## src/rtl/efe_pkg.sv

```systemverilog
// Exhaust flame effect: shared types, constants and the sequencer microprogram.
// Used by efe_seq, efe_dpath and exhaust_flame_effect_fsm; depends on nothing.
package efe_pkg;

  // Field widths
  localparam int THR_W      = 11;
  localparam int LVL_W      = 8;
  localparam int RND_W      = 8;
  localparam int CHC_W      = 7;
  localparam int KIND_W     = 2;
  localparam int PROF_W     = 40;
  localparam int CFG_IDX_W  = 3;
  localparam int CFG_DATA_W = 40;
  localparam int CNT_W      = $clog2(RND_W);
  localparam int PC_W       = 5;
  localparam int OP_W       = 4;
  localparam int CND_W      = 4;

  // Flame kinds
  localparam logic [KIND_W-1:0] KIND_NONE   = 2'd0;
  localparam logic [KIND_W-1:0] KIND_DIM    = 2'd1;
  localparam logic [KIND_W-1:0] KIND_BRIGHT = 2'd2;
  localparam logic [KIND_W-1:0] KIND_POP    = 2'd3;

  // Configuration register indexes
  localparam logic [CFG_IDX_W-1:0] CFG_POP_LEVEL      = 3'd0;
  localparam logic [CFG_IDX_W-1:0] CFG_BRIGHT_LEVEL   = 3'd1;
  localparam logic [CFG_IDX_W-1:0] CFG_DIM_LEVEL      = 3'd2;
  localparam logic [CFG_IDX_W-1:0] CFG_MAX_INTENSITY  = 3'd3;
  localparam logic [CFG_IDX_W-1:0] CFG_DIM_PROFILE    = 3'd4;
  localparam logic [CFG_IDX_W-1:0] CFG_BRIGHT_PROFILE = 3'd5;
  localparam logic [CFG_IDX_W-1:0] CFG_POP_PROFILE    = 3'd6;

  // Configuration reset values
  localparam logic [THR_W-1:0]  POP_LEVEL_RST     = 11'd1900;
  localparam logic [THR_W-1:0]  BRIGHT_LEVEL_RST  = 11'd1700;
  localparam logic [THR_W-1:0]  DIM_LEVEL_RST     = 11'd1550;
  localparam logic [LVL_W-1:0]  MAX_INTENSITY_RST = 8'd255;
  localparam logic [PROF_W-1:0] PROFILE_RST       = 40'd0;

  // Datapath operations
  localparam logic [OP_W-1:0] OP_NOP         = 4'd0;
  localparam logic [OP_W-1:0] OP_LOAD_STEP   = 4'd1;
  localparam logic [OP_W-1:0] OP_LOAD_DIM    = 4'd2;
  localparam logic [OP_W-1:0] OP_LOAD_BRIGHT = 4'd3;
  localparam logic [OP_W-1:0] OP_LOAD_POP    = 4'd4;
  localparam logic [OP_W-1:0] OP_MOD_ITER    = 4'd5;
  localparam logic [OP_W-1:0] OP_FIN_STEP    = 4'd6;
  localparam logic [OP_W-1:0] OP_FIN_START   = 4'd7;
  localparam logic [OP_W-1:0] OP_END_KIND    = 4'd8;
  localparam logic [OP_W-1:0] OP_DONE        = 4'd9;

  // Jump conditions
  localparam logic [CND_W-1:0] CND_ALWAYS   = 4'd0;
  localparam logic [CND_W-1:0] CND_RISE     = 4'd1;
  localparam logic [CND_W-1:0] CND_POPRST   = 4'd2;
  localparam logic [CND_W-1:0] CND_ACTIVE   = 4'd3;
  localparam logic [CND_W-1:0] CND_LVL0     = 4'd4;
  localparam logic [CND_W-1:0] CND_THRPOP   = 4'd5;
  localparam logic [CND_W-1:0] CND_BRIGHT   = 4'd6;
  localparam logic [CND_W-1:0] CND_DIM      = 4'd7;
  localparam logic [CND_W-1:0] CND_MODLAST  = 4'd8;

  // Program labels
  localparam logic [PC_W-1:0] PC_ENTRY        = 5'd0;
  localparam logic [PC_W-1:0] PC_CHK_POPRST   = 5'd1;
  localparam logic [PC_W-1:0] PC_CHK_ACTIVE   = 5'd2;
  localparam logic [PC_W-1:0] PC_CHK_LVL0     = 5'd3;
  localparam logic [PC_W-1:0] PC_STEP_LOAD    = 5'd4;
  localparam logic [PC_W-1:0] PC_STEP_RUN     = 5'd5;
  localparam logic [PC_W-1:0] PC_STEP_FIN     = 5'd6;
  localparam logic [PC_W-1:0] PC_IDLE_POP     = 5'd7;
  localparam logic [PC_W-1:0] PC_IDLE_BRIGHT  = 5'd8;
  localparam logic [PC_W-1:0] PC_IDLE_DIM     = 5'd9;
  localparam logic [PC_W-1:0] PC_IDLE_NONE    = 5'd10;
  localparam logic [PC_W-1:0] PC_RESTART      = 5'd11;
  localparam logic [PC_W-1:0] PC_START_BRIGHT = 5'd12;
  localparam logic [PC_W-1:0] PC_START_POP    = 5'd13;
  localparam logic [PC_W-1:0] PC_START_DIM    = 5'd14;
  localparam logic [PC_W-1:0] PC_START_RUN    = 5'd15;
  localparam logic [PC_W-1:0] PC_START_FIN    = 5'd16;
  localparam logic [PC_W-1:0] PC_KILL         = 5'd17;
  localparam logic [PC_W-1:0] PC_FINISH       = 5'd18;

  typedef struct packed {
    logic [THR_W-1:0] throttle;
    logic [RND_W-1:0] rand_start;
    logic [RND_W-1:0] rand_step;
    logic [CHC_W-1:0] rand_chance;
  } efe_in_t;

  typedef struct packed {
    logic [KIND_W-1:0] flame_kind;
    logic [LVL_W-1:0]  flame_level;
  } efe_out_t;

  typedef struct packed {
    logic [THR_W-1:0]  pop_level;
    logic [THR_W-1:0]  bright_level;
    logic [THR_W-1:0]  dim_level;
    logic [LVL_W-1:0]  max_intensity;
    logic [PROF_W-1:0] dim_profile;
    logic [PROF_W-1:0] bright_profile;
    logic [PROF_W-1:0] pop_profile;
  } cfg_t;

  // Status from datapath to sequencer
  typedef struct packed {
    logic rise;
    logic pop_restart;
    logic active;
    logic level_zero;
    logic thr_pop;
    logic bright_start;
    logic dim_start;
    logic mod_last;
  } flags_t;

  // Command from sequencer to datapath
  typedef struct packed {
    logic            exec;
    logic [OP_W-1:0] op;
  } ctl_t;

  // One microinstruction: operation, jump condition, inversion, target
  typedef struct packed {
    logic [OP_W-1:0]  op;
    logic [CND_W-1:0] cnd;
    logic             inv;
    logic [PC_W-1:0]  tgt;
  } ucw_t;

  function automatic ucw_t mk(input logic [OP_W-1:0] op, input logic [CND_W-1:0] cnd,
                              input logic inv, input logic [PC_W-1:0] tgt);
    ucw_t w;
    w.op  = op;
    w.cnd = cnd;
    w.inv = inv;
    w.tgt = tgt;
    return w;
  endfunction

  // Microprogram; CND_ALWAYS with inv set means fall through
  function automatic ucw_t ucode(input logic [PC_W-1:0] pc);
    ucw_t w;
    case (pc)
      PC_ENTRY:        w = mk(OP_NOP,         CND_RISE,    1'b0, PC_KILL);
      PC_CHK_POPRST:   w = mk(OP_NOP,         CND_POPRST,  1'b0, PC_RESTART);
      PC_CHK_ACTIVE:   w = mk(OP_NOP,         CND_ACTIVE,  1'b1, PC_IDLE_POP);
      PC_CHK_LVL0:     w = mk(OP_NOP,         CND_LVL0,    1'b0, PC_KILL);
      PC_STEP_LOAD:    w = mk(OP_LOAD_STEP,   CND_ALWAYS,  1'b1, PC_ENTRY);
      PC_STEP_RUN:     w = mk(OP_MOD_ITER,    CND_MODLAST, 1'b1, PC_STEP_RUN);
      PC_STEP_FIN:     w = mk(OP_FIN_STEP,    CND_ALWAYS,  1'b0, PC_FINISH);
      PC_IDLE_POP:     w = mk(OP_NOP,         CND_THRPOP,  1'b0, PC_START_POP);
      PC_IDLE_BRIGHT:  w = mk(OP_NOP,         CND_BRIGHT,  1'b0, PC_START_BRIGHT);
      PC_IDLE_DIM:     w = mk(OP_NOP,         CND_DIM,     1'b0, PC_START_DIM);
      PC_IDLE_NONE:    w = mk(OP_NOP,         CND_ALWAYS,  1'b0, PC_FINISH);
      PC_RESTART:      w = mk(OP_NOP,         CND_THRPOP,  1'b0, PC_START_POP);
      PC_START_BRIGHT: w = mk(OP_LOAD_BRIGHT, CND_ALWAYS,  1'b0, PC_START_RUN);
      PC_START_POP:    w = mk(OP_LOAD_POP,    CND_ALWAYS,  1'b0, PC_START_RUN);
      PC_START_DIM:    w = mk(OP_LOAD_DIM,    CND_ALWAYS,  1'b1, PC_ENTRY);
      PC_START_RUN:    w = mk(OP_MOD_ITER,    CND_MODLAST, 1'b1, PC_START_RUN);
      PC_START_FIN:    w = mk(OP_FIN_START,   CND_ALWAYS,  1'b0, PC_FINISH);
      PC_KILL:         w = mk(OP_END_KIND,    CND_ALWAYS,  1'b1, PC_ENTRY);
      PC_FINISH:       w = mk(OP_DONE,        CND_ALWAYS,  1'b1, PC_ENTRY);
      default:         w = mk(OP_DONE,        CND_ALWAYS,  1'b1, PC_ENTRY);
    endcase
    return w;
  endfunction

endpackage

```

## src/rtl/exhaust_flame_effect_fsm.sv

```systemverilog
// Exhaust flame effect: top level with handshakes, configuration registers and
// output register. Depends on efe_pkg, efe_seq and efe_dpath.
//
// Usage:
//   Input channel (in_valid/in_stall/in_data) takes one tick word: throttle and
//   three random draws. Output channel (out_valid/out_stall/out_data) returns one
//   word per tick with the flame kind and intensity after that tick.
//   Configuration channel (cfg_valid/cfg_ready/cfg_index/cfg_data) writes one
//   register per handshake; cfg_ready is always high. Indexes beyond the list
//   are ignored. Write only while the block is idle.
// Sequencing:
//   A microprogram runs each tick, one control word per cycle while the final step
//   is not held for the output register. A rising throttle, an end at zero, an idle
//   tick, a step and a start take different paths; the remainder loop (one draw bit per
//   cycle) dominates. The output word is loaded by the final step, and the next tick
//   word can be taken in the same cycle that the output word appears.
// Reset (rst, synchronous): no flame, intensity 0, last throttle 0, registers
//   at their defaults, output empty.
// Stall: a finished word waits in the output register; the next tick is still
//   accepted and runs, and only its final step waits for the register to free.
module exhaust_flame_effect_fsm (
  input  logic                               clk,
  input  logic                               rst,
  input  logic                               in_valid,
  output logic                               in_stall,
  input  efe_pkg::efe_in_t                   in_data,
  output logic                               out_valid,
  input  logic                               out_stall,
  output efe_pkg::efe_out_t                  out_data,
  input  logic                               cfg_valid,
  output logic                               cfg_ready,
  input  logic [efe_pkg::CFG_IDX_W-1:0]      cfg_index,
  input  logic [efe_pkg::CFG_DATA_W-1:0]     cfg_data
);

  efe_pkg::cfg_t                cfg;
  efe_pkg::flags_t              flags;
  efe_pkg::ctl_t                ctl;
  logic                         busy;
  logic                         start;
  logic                         out_free;
  logic                         done;
  logic [efe_pkg::KIND_W-1:0]   kind;
  logic [efe_pkg::LVL_W-1:0]    level;

  // Take a tick word whenever no program is running
  assign in_stall  = busy;
  assign start     = in_valid && !busy;
  assign cfg_ready = 1'b1;
  assign out_free  = !out_valid || !out_stall;
  assign done      = ctl.exec && (ctl.op == efe_pkg::OP_DONE);

  // Configuration registers
  always_ff @(posedge clk) begin
    if (rst) begin
      cfg.pop_level      <= efe_pkg::POP_LEVEL_RST;
      cfg.bright_level   <= efe_pkg::BRIGHT_LEVEL_RST;
      cfg.dim_level      <= efe_pkg::DIM_LEVEL_RST;
      cfg.max_intensity  <= efe_pkg::MAX_INTENSITY_RST;
      cfg.dim_profile    <= efe_pkg::PROFILE_RST;
      cfg.bright_profile <= efe_pkg::PROFILE_RST;
      cfg.pop_profile    <= efe_pkg::PROFILE_RST;
    end else if (cfg_valid && cfg_ready) begin
      case (cfg_index)
        efe_pkg::CFG_POP_LEVEL:      cfg.pop_level      <= cfg_data[efe_pkg::THR_W-1:0];
        efe_pkg::CFG_BRIGHT_LEVEL:   cfg.bright_level   <= cfg_data[efe_pkg::THR_W-1:0];
        efe_pkg::CFG_DIM_LEVEL:      cfg.dim_level      <= cfg_data[efe_pkg::THR_W-1:0];
        efe_pkg::CFG_MAX_INTENSITY:  cfg.max_intensity  <= cfg_data[efe_pkg::LVL_W-1:0];
        efe_pkg::CFG_DIM_PROFILE:    cfg.dim_profile    <= cfg_data[efe_pkg::PROF_W-1:0];
        efe_pkg::CFG_BRIGHT_PROFILE: cfg.bright_profile <= cfg_data[efe_pkg::PROF_W-1:0];
        efe_pkg::CFG_POP_PROFILE:    cfg.pop_profile    <= cfg_data[efe_pkg::PROF_W-1:0];
        default: begin
        end
      endcase
    end
  end

  efe_seq u_seq (
    .clk      (clk),
    .rst      (rst),
    .start    (start),
    .flags    (flags),
    .out_free (out_free),
    .ctl      (ctl),
    .busy     (busy)
  );

  efe_dpath u_dpath (
    .clk     (clk),
    .rst     (rst),
    .start   (start),
    .in_word (in_data),
    .cfg     (cfg),
    .ctl     (ctl),
    .flags   (flags),
    .kind    (kind),
    .level   (level)
  );

  // Output register: load on the final step, drop once taken
  always_ff @(posedge clk) begin
    if (rst) begin
      out_valid <= 1'b0;
    end else if (done) begin
      out_valid <= 1'b1;
    end else if (!out_stall) begin
      out_valid <= 1'b0;
    end
  end

  always_ff @(posedge clk) begin
    if (done) begin
      out_data.flame_kind  <= kind;
      out_data.flame_level <= level;
    end
  end

`ifndef NO_ASSERTIONS
  // An accepted word starts a program
  a_accept_busy: assert property (@(posedge clk) disable iff (rst)
    (in_valid && !in_stall) |=> busy)
    else $error("accepted word did not start the sequencer");

  // The final step never overwrites a waiting word
  a_done_free: assert property (@(posedge clk) disable iff (rst)
    done |-> !(out_valid && out_stall))
    else $error("result written over a stalled output word");

  // No datapath operation runs without a program
  a_idle_quiet: assert property (@(posedge clk) disable iff (rst)
    !busy |-> !ctl.exec)
    else $error("datapath operation while idle");

  // Finishing a program always produces an output word
  a_done_out: assert property (@(posedge clk) disable iff (rst)
    done |=> (out_valid && !busy))
    else $error("program ended without an output word");
`endif

endmodule

```

## src/rtl/efe_seq.sv

```systemverilog
// Exhaust flame effect: microcode sequencer (step counter, condition select, jumps).
// Depends on efe_pkg for the microprogram, flag and command types.
module efe_seq (
  input  logic            clk,
  input  logic            rst,
  input  logic            start,
  input  efe_pkg::flags_t flags,
  input  logic            out_free,
  output efe_pkg::ctl_t   ctl,
  output logic            busy
);

  logic [efe_pkg::PC_W-1:0] pc;
  efe_pkg::ucw_t            uw;
  logic                     cond;
  logic                     hold;

  // Fetch the current control word
  assign uw = efe_pkg::ucode(pc);

  // Select the jump condition
  always_comb begin
    case (uw.cnd)
      efe_pkg::CND_ALWAYS:  cond = 1'b1;
      efe_pkg::CND_RISE:    cond = flags.rise;
      efe_pkg::CND_POPRST:  cond = flags.pop_restart;
      efe_pkg::CND_ACTIVE:  cond = flags.active;
      efe_pkg::CND_LVL0:    cond = flags.level_zero;
      efe_pkg::CND_THRPOP:  cond = flags.thr_pop;
      efe_pkg::CND_BRIGHT:  cond = flags.bright_start;
      efe_pkg::CND_DIM:     cond = flags.dim_start;
      efe_pkg::CND_MODLAST: cond = flags.mod_last;
      default:              cond = 1'b0;
    endcase
  end

  // Hold the final step until the output register can take the word
  assign hold     = (uw.op == efe_pkg::OP_DONE) && !out_free;
  assign ctl.exec = busy && !hold;
  assign ctl.op   = uw.op;

  // Advance, jump or finish
  always_ff @(posedge clk) begin
    if (rst) begin
      busy <= 1'b0;
      pc   <= efe_pkg::PC_ENTRY;
    end else if (start) begin
      busy <= 1'b1;
      pc   <= efe_pkg::PC_ENTRY;
    end else if (ctl.exec) begin
      if (uw.op == efe_pkg::OP_DONE) begin
        busy <= 1'b0;
      end else if (cond ^ uw.inv) begin
        pc <= uw.tgt;
      end else begin
        pc <= pc + 1'b1;
      end
    end
  end

endmodule

```

## src/rtl/efe_dpath.sv

```systemverilog
// Exhaust flame effect: datapath with flame state, serial remainder unit and clamp.
// Depends on efe_pkg; driven one operation per cycle by efe_seq while it does not hold the final step.
module efe_dpath (
  input  logic                        clk,
  input  logic                        rst,
  input  logic                        start,
  input  efe_pkg::efe_in_t            in_word,
  input  efe_pkg::cfg_t               cfg,
  input  efe_pkg::ctl_t               ctl,
  output efe_pkg::flags_t             flags,
  output logic [efe_pkg::KIND_W-1:0]  kind,
  output logic [efe_pkg::LVL_W-1:0]   level
);

  // Flame state
  logic [efe_pkg::KIND_W-1:0] kind_now;
  logic [efe_pkg::KIND_W-1:0] kind_before;
  logic [efe_pkg::LVL_W-1:0]  level_now;
  logic [efe_pkg::THR_W-1:0]  throttle_before;

  // Working registers
  efe_pkg::efe_in_t           item;
  logic [efe_pkg::KIND_W-1:0] sel_kind;
  logic [efe_pkg::LVL_W-1:0]  lo;
  logic [efe_pkg::LVL_W-1:0]  span;
  logic                       range_ok;
  logic [efe_pkg::RND_W-1:0]  dq;
  logic [efe_pkg::LVL_W-1:0]  rem;
  logic [efe_pkg::CNT_W-1:0]  cnt;
  logic [efe_pkg::LVL_W-1:0]  chance;

  logic [efe_pkg::KIND_W-1:0] load_kind;
  logic [efe_pkg::PROF_W-1:0] prof;
  logic                       is_step;
  logic [efe_pkg::LVL_W-1:0]  rng_lo;
  logic [efe_pkg::LVL_W-1:0]  rng_hi;
  logic [efe_pkg::RND_W-1:0]  draw;
  logic [efe_pkg::LVL_W:0]    r9;
  logic [efe_pkg::LVL_W:0]    diff9;
  logic [efe_pkg::LVL_W-1:0]  rem_iter;
  logic [efe_pkg::LVL_W-1:0]  pick;
  logic                       halve;
  logic signed [efe_pkg::LVL_W+1:0] lvl_s;
  logic signed [efe_pkg::LVL_W+1:0] nxt;
  logic [efe_pkg::LVL_W-1:0]  clamped;
  logic                       falling;

  // Pick the profile for the kind being loaded
  always_comb begin
    case (ctl.op)
      efe_pkg::OP_LOAD_DIM:    load_kind = efe_pkg::KIND_DIM;
      efe_pkg::OP_LOAD_BRIGHT: load_kind = efe_pkg::KIND_BRIGHT;
      efe_pkg::OP_LOAD_POP:    load_kind = efe_pkg::KIND_POP;
      default:                 load_kind = kind_now;
    endcase
    case (load_kind)
      efe_pkg::KIND_DIM:    prof = cfg.dim_profile;
      efe_pkg::KIND_BRIGHT: prof = cfg.bright_profile;
      default:              prof = cfg.pop_profile;
    endcase
    is_step = (ctl.op == efe_pkg::OP_LOAD_STEP);
    rng_lo  = is_step ? prof[23:16] : prof[7:0];
    rng_hi  = is_step ? prof[31:24] : prof[15:8];
    draw    = is_step ? item.rand_step : item.rand_start;
  end

  // One restoring remainder step: shift in a dividend bit, subtract if it fits
  always_comb begin
    r9       = {rem, dq[efe_pkg::RND_W-1]};
    diff9    = r9 - {1'b0, span};
    rem_iter = (r9 >= {1'b0, span}) ? diff9[efe_pkg::LVL_W-1:0] : r9[efe_pkg::LVL_W-1:0];
  end

  // Range value, then the step with optional halve-and-reverse and the clamp
  always_comb begin
    pick  = range_ok ? lo + rem : lo;
    halve = ({1'b0, item.rand_chance} <= chance);
    lvl_s = $signed({2'b00, level_now});
    if (halve) begin
      nxt = lvl_s + $signed({3'b000, pick[efe_pkg::LVL_W-1:1]});
    end else begin
      nxt = lvl_s - $signed({2'b00, pick});
    end
    if (nxt > $signed({2'b00, cfg.max_intensity})) begin
      clamped = cfg.max_intensity;
    end else if (nxt < 0) begin
      clamped = '0;
    end else begin
      clamped = nxt[efe_pkg::LVL_W-1:0];
    end
  end

  // Decision flags for the sequencer
  always_comb begin
    falling            = item.throttle < throttle_before;
    flags.rise         = item.throttle > throttle_before;
    flags.pop_restart  = (kind_before == efe_pkg::KIND_POP) && (level_now == '0);
    flags.active       = (kind_now != efe_pkg::KIND_NONE);
    flags.level_zero   = (level_now == '0);
    flags.thr_pop      = item.throttle >= cfg.pop_level;
    flags.bright_start = (throttle_before >= cfg.bright_level) && falling;
    flags.dim_start    = (throttle_before >= cfg.dim_level) && falling;
    flags.mod_last     = (cnt == '1);
  end

  // Update the flame state
  always_ff @(posedge clk) begin
    if (rst) begin
      kind_now        <= efe_pkg::KIND_NONE;
      kind_before     <= efe_pkg::KIND_NONE;
      level_now       <= '0;
      throttle_before <= '0;
    end else if (ctl.exec) begin
      case (ctl.op)
        efe_pkg::OP_FIN_STEP: begin
          level_now <= clamped;
        end
        efe_pkg::OP_FIN_START: begin
          kind_before <= kind_now;
          kind_now    <= sel_kind;
          level_now   <= pick;
        end
        efe_pkg::OP_END_KIND: begin
          kind_before <= kind_now;
          kind_now    <= efe_pkg::KIND_NONE;
        end
        efe_pkg::OP_DONE: begin
          throttle_before <= item.throttle;
        end
        default: begin
        end
      endcase
    end
  end

  // Latch the word and run the remainder unit
  always_ff @(posedge clk) begin
    if (start) begin
      item <= in_word;
    end
    if (ctl.exec) begin
      case (ctl.op)
        efe_pkg::OP_LOAD_STEP, efe_pkg::OP_LOAD_DIM,
        efe_pkg::OP_LOAD_BRIGHT, efe_pkg::OP_LOAD_POP: begin
          sel_kind <= load_kind;
          lo       <= rng_lo;
          span     <= rng_hi - rng_lo;
          range_ok <= rng_hi > rng_lo;
          dq       <= draw;
          rem      <= '0;
          cnt      <= '0;
          chance   <= prof[39:32];
        end
        efe_pkg::OP_MOD_ITER: begin
          rem <= rem_iter;
          dq  <= {dq[efe_pkg::RND_W-2:0], 1'b0};
          cnt <= cnt + 1'b1;
        end
        default: begin
        end
      endcase
    end
  end

  assign kind  = kind_now;
  assign level = level_now;

endmodule

```

## config.mk

```make
export PLATFORM = sky130hd
export DESIGN_NAME = exhaust_flame_effect_fsm
export DESIGN_NICKNAME = d
export VERILOG_FILES = /design/src/rtl/efe_pkg.sv /design/src/rtl/exhaust_flame_effect_fsm.sv /design/src/rtl/efe_seq.sv /design/src/rtl/efe_dpath.sv
export SDC_FILE = /design/constraint.sdc
export NUM_CORES = 1
export LEC_CHECK = 0
export BUFFER_PORTS_ARGS = -buffer_cell sky130_fd_sc_hd__buf_2
export CORE_AREA = 2 2 193 195
export DETAILED_ROUTE_END_ITERATION = 12
export DIE_AREA = 0 0 195 197
export PLACE_DENSITY = 0.66
export SLEW_MARGIN = 20
export SYNTH_ARGS = -nofsm -noshare
export SYNTH_HDL_FRONTEND = slang
export SYNTH_HIERARCHICAL = 1
export SYNTH_SLANG_ARGS = --single-unit
```

## constraint.sdc

```tcl
create_clock -name clk -period 14.5 [get_ports clk]
set_clock_uncertainty 0.05 [all_clocks]
set_input_delay 3.625 -clock clk [delete_from_list [all_inputs] [get_ports clk]]
set_output_delay 3.625 -clock clk [all_outputs]
set_load 0.01 [all_outputs]
```

Word-level counts from Yosys, hierarchy flattened
Memory sizes are Yosys's and may differ from the RTL's. A register that Yosys moved wholly into a read port is not among the register bits.
Cells that the tools add are included.
- ROM bits: 448
- flip-flop bits (word level): 281
- bits in latches: 0
- memories kept: 1
- RAM bits: 0
- input bits: 82
- memory list (memory ; words ; bits a word ; rd ports ; clocked after Yosys merged registers in ; write ports ; line ; text):
    (name not given) ; 32 ; 14 ; 1 ; 1 ; 0 ; efe_pkg.sv:146 ; case (pc)
- eq/ne operators: 28
- muxes and demuxes: 24
- multipliers: 0
- divide/modulo/power cells: 0
- reduce and logical (&&, ||, !) cells: 40
- shift operators: 0
- $lt $le $gt $ge: 10
- bitwise logic cells: 2
- add/sub/neg operators: 7
- operators by type and width (cell ; count):
    40-bit case mux with 2 select lines ; 1
    8-bit 2-to-1 mux ; 7
    8-bit case mux with 2 select lines ; 3
    11-bit >= comparator ; 3
    4-bit by 3-bit equality test with 1-bit output, second input constant ; 8
    2-bit AND reduction ; 15
    4-bit by 2-bit equality test with 1-bit output, second input constant ; 4
    8-bit subtractor ; 2
    5-bit 2-to-1 mux ; 3
    3-bit equality test, second input constant ; 4
    4-bit equality test, second input constant ; 3
    2-bit nonzero test ; 6
    11-bit greater-than comparator ; 1
    11-bit < comparator ; 1
    10-bit by 9-bit greater-than comparator with 1-bit output ; 1
    10-bit by 1-bit < comparator with 1-bit output, second input constant ; 1
    10-bit 2-to-1 mux ; 1
    8-bit by 7-bit adder with 9-bit output ; 1
    9-bit by 8-bit >= comparator with 1-bit output ; 1
    1-bit case mux with 9 select lines ; 1
    8-bit by 8-bit subtractor with 9-bit output ; 1
    8-bit adder ; 1
    4-bit by 1-bit equality test with 1-bit output, second input constant ; 2
    8-bit greater-than comparator ; 1
    other kinds (22) ; 39

Longest topological paths before layout
- word-level depth: 9
- mapped depth: 26

By module
The synthesis kept the hierarchy.
- modules (own cells, without submodules) (module ; seq. area each (um2) ; area an instance (um2) ; cells an instance ; instances):
    efe_dpath ; 2862.7 ; 7958.9 ; 817 ; 1
    exhaust_flame_effect_fsm ; 3543.4 ; 6786.5 ; 609 ; 1
    efe_seq ; 400.4 ; 1460.2 ; 173 ; 1

Least setup slack after synthesis
OpenSTA, ideal clock, no wires.
- path kind: input to register
- start: input port out_stall
- end: register u_dpath/cnt[0] (netlist name), enable pin
- required time: 13.951 ns
- arrival time: 7.260 ns
- buffers on the path: 0
- slack: 6.690 ns
- stages: 5
- cell sequence: nand2_1 nor2_1 nor2_1 inv_1 a2111oi_0
- RTL lines (item ; line ; text):
    from (decl) ; exhaust_flame_effect_fsm.sv:28 ; input logic out_stall,
    to (signal assigned) ; efe_dpath.sv:157 ; cnt <= cnt + 1'b1;
    to (decl) ; efe_dpath.sv:29 ; logic [efe_pkg::CNT_W-1:0] cnt;

Worst setup path after layout
- start: input port in_valid
- end: register, netlist name u_seq/uw[1]
- cells in the longest elaborated chain, start to end: 3
- RTL lines (item ; line ; text):
    from (decl) ; exhaust_flame_effect_fsm.sv:24 ; input logic in_valid,
    1-bit logical AND ; exhaust_flame_effect_fsm.sv:48 ; assign start = in_valid && !busy;
    net start ; exhaust_flame_effect_fsm.sv:40 ; logic start;
    2-bit OR reduction (no source line) ; n/a ;
    5-bit 2-to-1 mux (no source line) ; n/a ;
The timed path passes the listed nets, and every way through them passes these cells.
A chain may end at the register's enable or synchronous reset.

==> flow_summary.ini <==
[route]
vias_per_cell = 5.385
detail-route-antenna-nets = 0
topRoutingLayerUsed = met4
wl_um = 36870
route.detailed.drc = 0
drtPass1Iterations = 5
dr_total_vias = 11560
dr_wl_met2_um = 16990
dr_wl_met3_um = 1406
drt-met1-wl_um = 17480
post_drt_wl_per_cell_um = 17.18
drt_iter0_markers = 602

[finish]
final_common_cell = mux2i_1
final.fill_count = 3350
layout-drive-gt1-share_pct = 12.16
n_antenna_cell = 0
area_growth_pct = 12.11
final_nets = 1845
mostFrequentLayoutCells = mux2i_1, dfxtp_1, nand2b_1, inv_1, ha_1

[floorplanning]
num_io_pins = 95
die_w_um = 195
row_count = 70
initial_core_util_pct = 44.69
core_um2 = 36260
die_h_um = 197
die-area_um2 = 38420

[placed_design]
place_congestion = 0.8667
numPortBuffers = 93
hpwl_um = 25490

[critical_path]
start_kind = primary input
cpMaxStageDelayCell = nor2_1
path_buf_inv = 4
crit_path_cell_trace = buf_2, nor2b_4, buf_4, nor2_1, nand4_1, mux2_2, nand3_1, inv_1, ha_1, inv_1, mux2i_1, mux2i_1, o21ai_0
arrival_ns = 6.42
max_stage_delay_ns = 0.56
worst_ep_required_time_ns = 14.81
critical_path_class = in -> reg
worst-path-max-fanout = 37
end_kind = register
critPathTopFamily = simple AND/OR/NAND/NOR gates

[synth]
ys_dominant_reg_cell = dfxtp_1
synth_seq_cells = 295
ys_warn_count = 6
synth_seq_area_share_pct = 42.00
synthCells = 1599
netlist_area_um2 = 16210
syn-num-nets = 1792
synth.distinct_cells = 83
async_flop_share_pct = 0
synth_edf_count = 90
syn_area_per_cell_um2 = 10.13

[cts]
cts-resized-gates = 0
cts_root_buf = clkbuf_16
numCtsBuffers = 35
cts_tree = yes
cts_setup_buffers = 0
clk_latency_ns = 0.52
holdBufCountCts = 0
cts_sinks = 295
clkTransAtPathRegs_ns = 0.06
clockBufferDepth = 3
htreeDepth = 2

[power]
vdd_drop_max_mv = 0.07261
p_leak_uw = 0.007946
pwr_density_cell_nw_per_um2 = 123.8

[timing]
finalHoldViolCount = 0
holdWs_ns = 0.4203
fin_crit_ns = 6.104
rsz0062_at_grt = false
drv_slew = 0
tightest_slew_ns = 0.9776
fmax_ghz = 0.1638
tns_ns = 0
max-slew-margin-rel_pct = 34.45
setup_viol = 0
period_share_pct = 42.10

[status]
status = complete, no violations

[global_route]
grtUsageTotal_pct = 19.14
grt_remaining_overflow = 0
grt_max_degree = 121
first_global_vias = 11510
antenna_found_initial = 0
grt_pass1_wl_um = 59880

[job]
maxCapViolCount = 0

[worst_hold_path]
worstHoldPathType = reg -> reg
## power by group
part	internal, µW	switching, µW	total [µW]
clock	554	348	902
sequential	898	32.8	931
combinational	163	252	416
total	1620	633	2250
## area by class of cell
cell class | count | area, µm² | share of cell area, %
multi-input cells | 1105 | 8605 | 47.36
flip-flops and latches | 295 | 6807 | 37.46
inverters | 109 | 409.1 | 2.252
repair buffers | 106 | 565.5 | 3.113
clock buffers | 50 | 1037 | 5.709
well taps | 468 | 585.6 | 3.223
clock inverters | 13 | 160.2 | 0.8815
## metrics by stage
step	utilization (%)	instance area, µm²	std cells	worst slack, ns	power, µW
after floorplan	-	16210	1599	6.690	1252
after global placement	46.76	16960	2083	7.991	1351
after detailed placement	46.76	16960	2083	7.898	1359
after CTS	50.07	18150	2146	8.423	2270
after global routing	50.11	18170	2146	8.145	2353
final	50.11	18170	2146	8.396	2249
## Yosys cell counts, types with 10 or more instances
master | number | area [µm²]
nand3_1 | 22 | 110.1
a221oi_1 | 11 | 96.34
dfxtp_1 | 205 | 4104
mux2i_1 | 209 | 2092
nor2b_1 | 18 | 112.6
clkbuf_1 | 50 | 187.7
nand4_1 | 14 | 87.58
xnor2_1 | 17 | 148.9
nor2_1 | 97 | 364.1
and3_1 | 12 | 75.07
a22o_1 | 21 | 183.9
nand2_1 | 61 | 229.0
inv_1 | 109 | 409.1
mux2_2 | 10 | 112.6
a21oi_1 | 39 | 195.2
o21a_1 | 21 | 157.7
edfxtp_1 | 90 | 2703
a211oi_1 | 10 | 75.07
ha_1 | 106 | 1326
a22oi_1 | 19 | 142.6
buf_2 | 18 | 90.09
buf_4 | 10 | 75.07
nand2b_1 | 186 | 1164
a21o_1 | 18 | 135.1
o21ai_0 | 54 | 270.3
## routing by layer
metal	vias up	global-route usage (%)
li1	5786	-
met3	58	2.567
met1	5495	26.23
met4	0	6.107
met5	-	0
met2	218	31.42
## worst paths after layout
path | start | to | slack (ns) | depth (start not counted)
worst max-delay path | in_valid | u_seq/uw[1]$_DFF_P_ | 8.40 | 13
worst max register to register | u_dpath/rem[0]$_SDFFCE_PN0P_ | u_dpath/level[2]$_SDFFE_PP0P_ | 8.82 | 23
worst min register to register | cfg[107]$_SDFFE_PP0P_ | cfg[107]$_SDFFE_PP0P_ | 0.42 | 2
worst min-delay path | cfg[107]$_SDFFE_PP0P_ | cfg[107]$_SDFFE_PP0P_ | 0.42 | 2
## sequential cells by signal, summed over array words and instances, names as in the netlist
| name | count |
|---|---|
| cfg | 161 |
| u_dpath/item | 34 |
| u_seq/uw | 14 |
| u_dpath/throttle_before | 11 |
| out_data | 10 |
| u_dpath/chance | 8 |
| u_dpath/dq | 8 |
| u_dpath/level | 8 |
| u_dpath/lo | 8 |
| u_dpath/rem | 8 |
| u_dpath/span | 8 |
| u_seq/pc | 5 |
| u_dpath/cnt | 3 |
| u_dpath/kind | 2 |
| u_dpath/kind_before | 2 |
| u_dpath/sel_kind | 2 |
| out_valid | 1 |
| u_dpath/range_ok | 1 |
| u_seq/busy | 1 |
## tightest hold or removal path: stages (launching register included)
cell and delay (ns):
dfxtp_1 0.31, nand2b_1 0.06, mux2i_1 0.05
## cell families (layout without fill, tap and decap cells)
family	after synthesis	count (layout)	synth area share [%]
XOR/XNOR	26	26	1.452
other	1	1	0.02314
AO/OA/AOI/OAI	263	263	11.24
AND/OR/NAND/NOR	472	472	16.24
flip-flops	295	295	42.00
buffers and inverters	199	278	5.165
adder cells (fa/ha/maj)	115	115	9.064
multiplexers	228	228	14.81
Note: power is estimated with default switching activity, not from simulation.
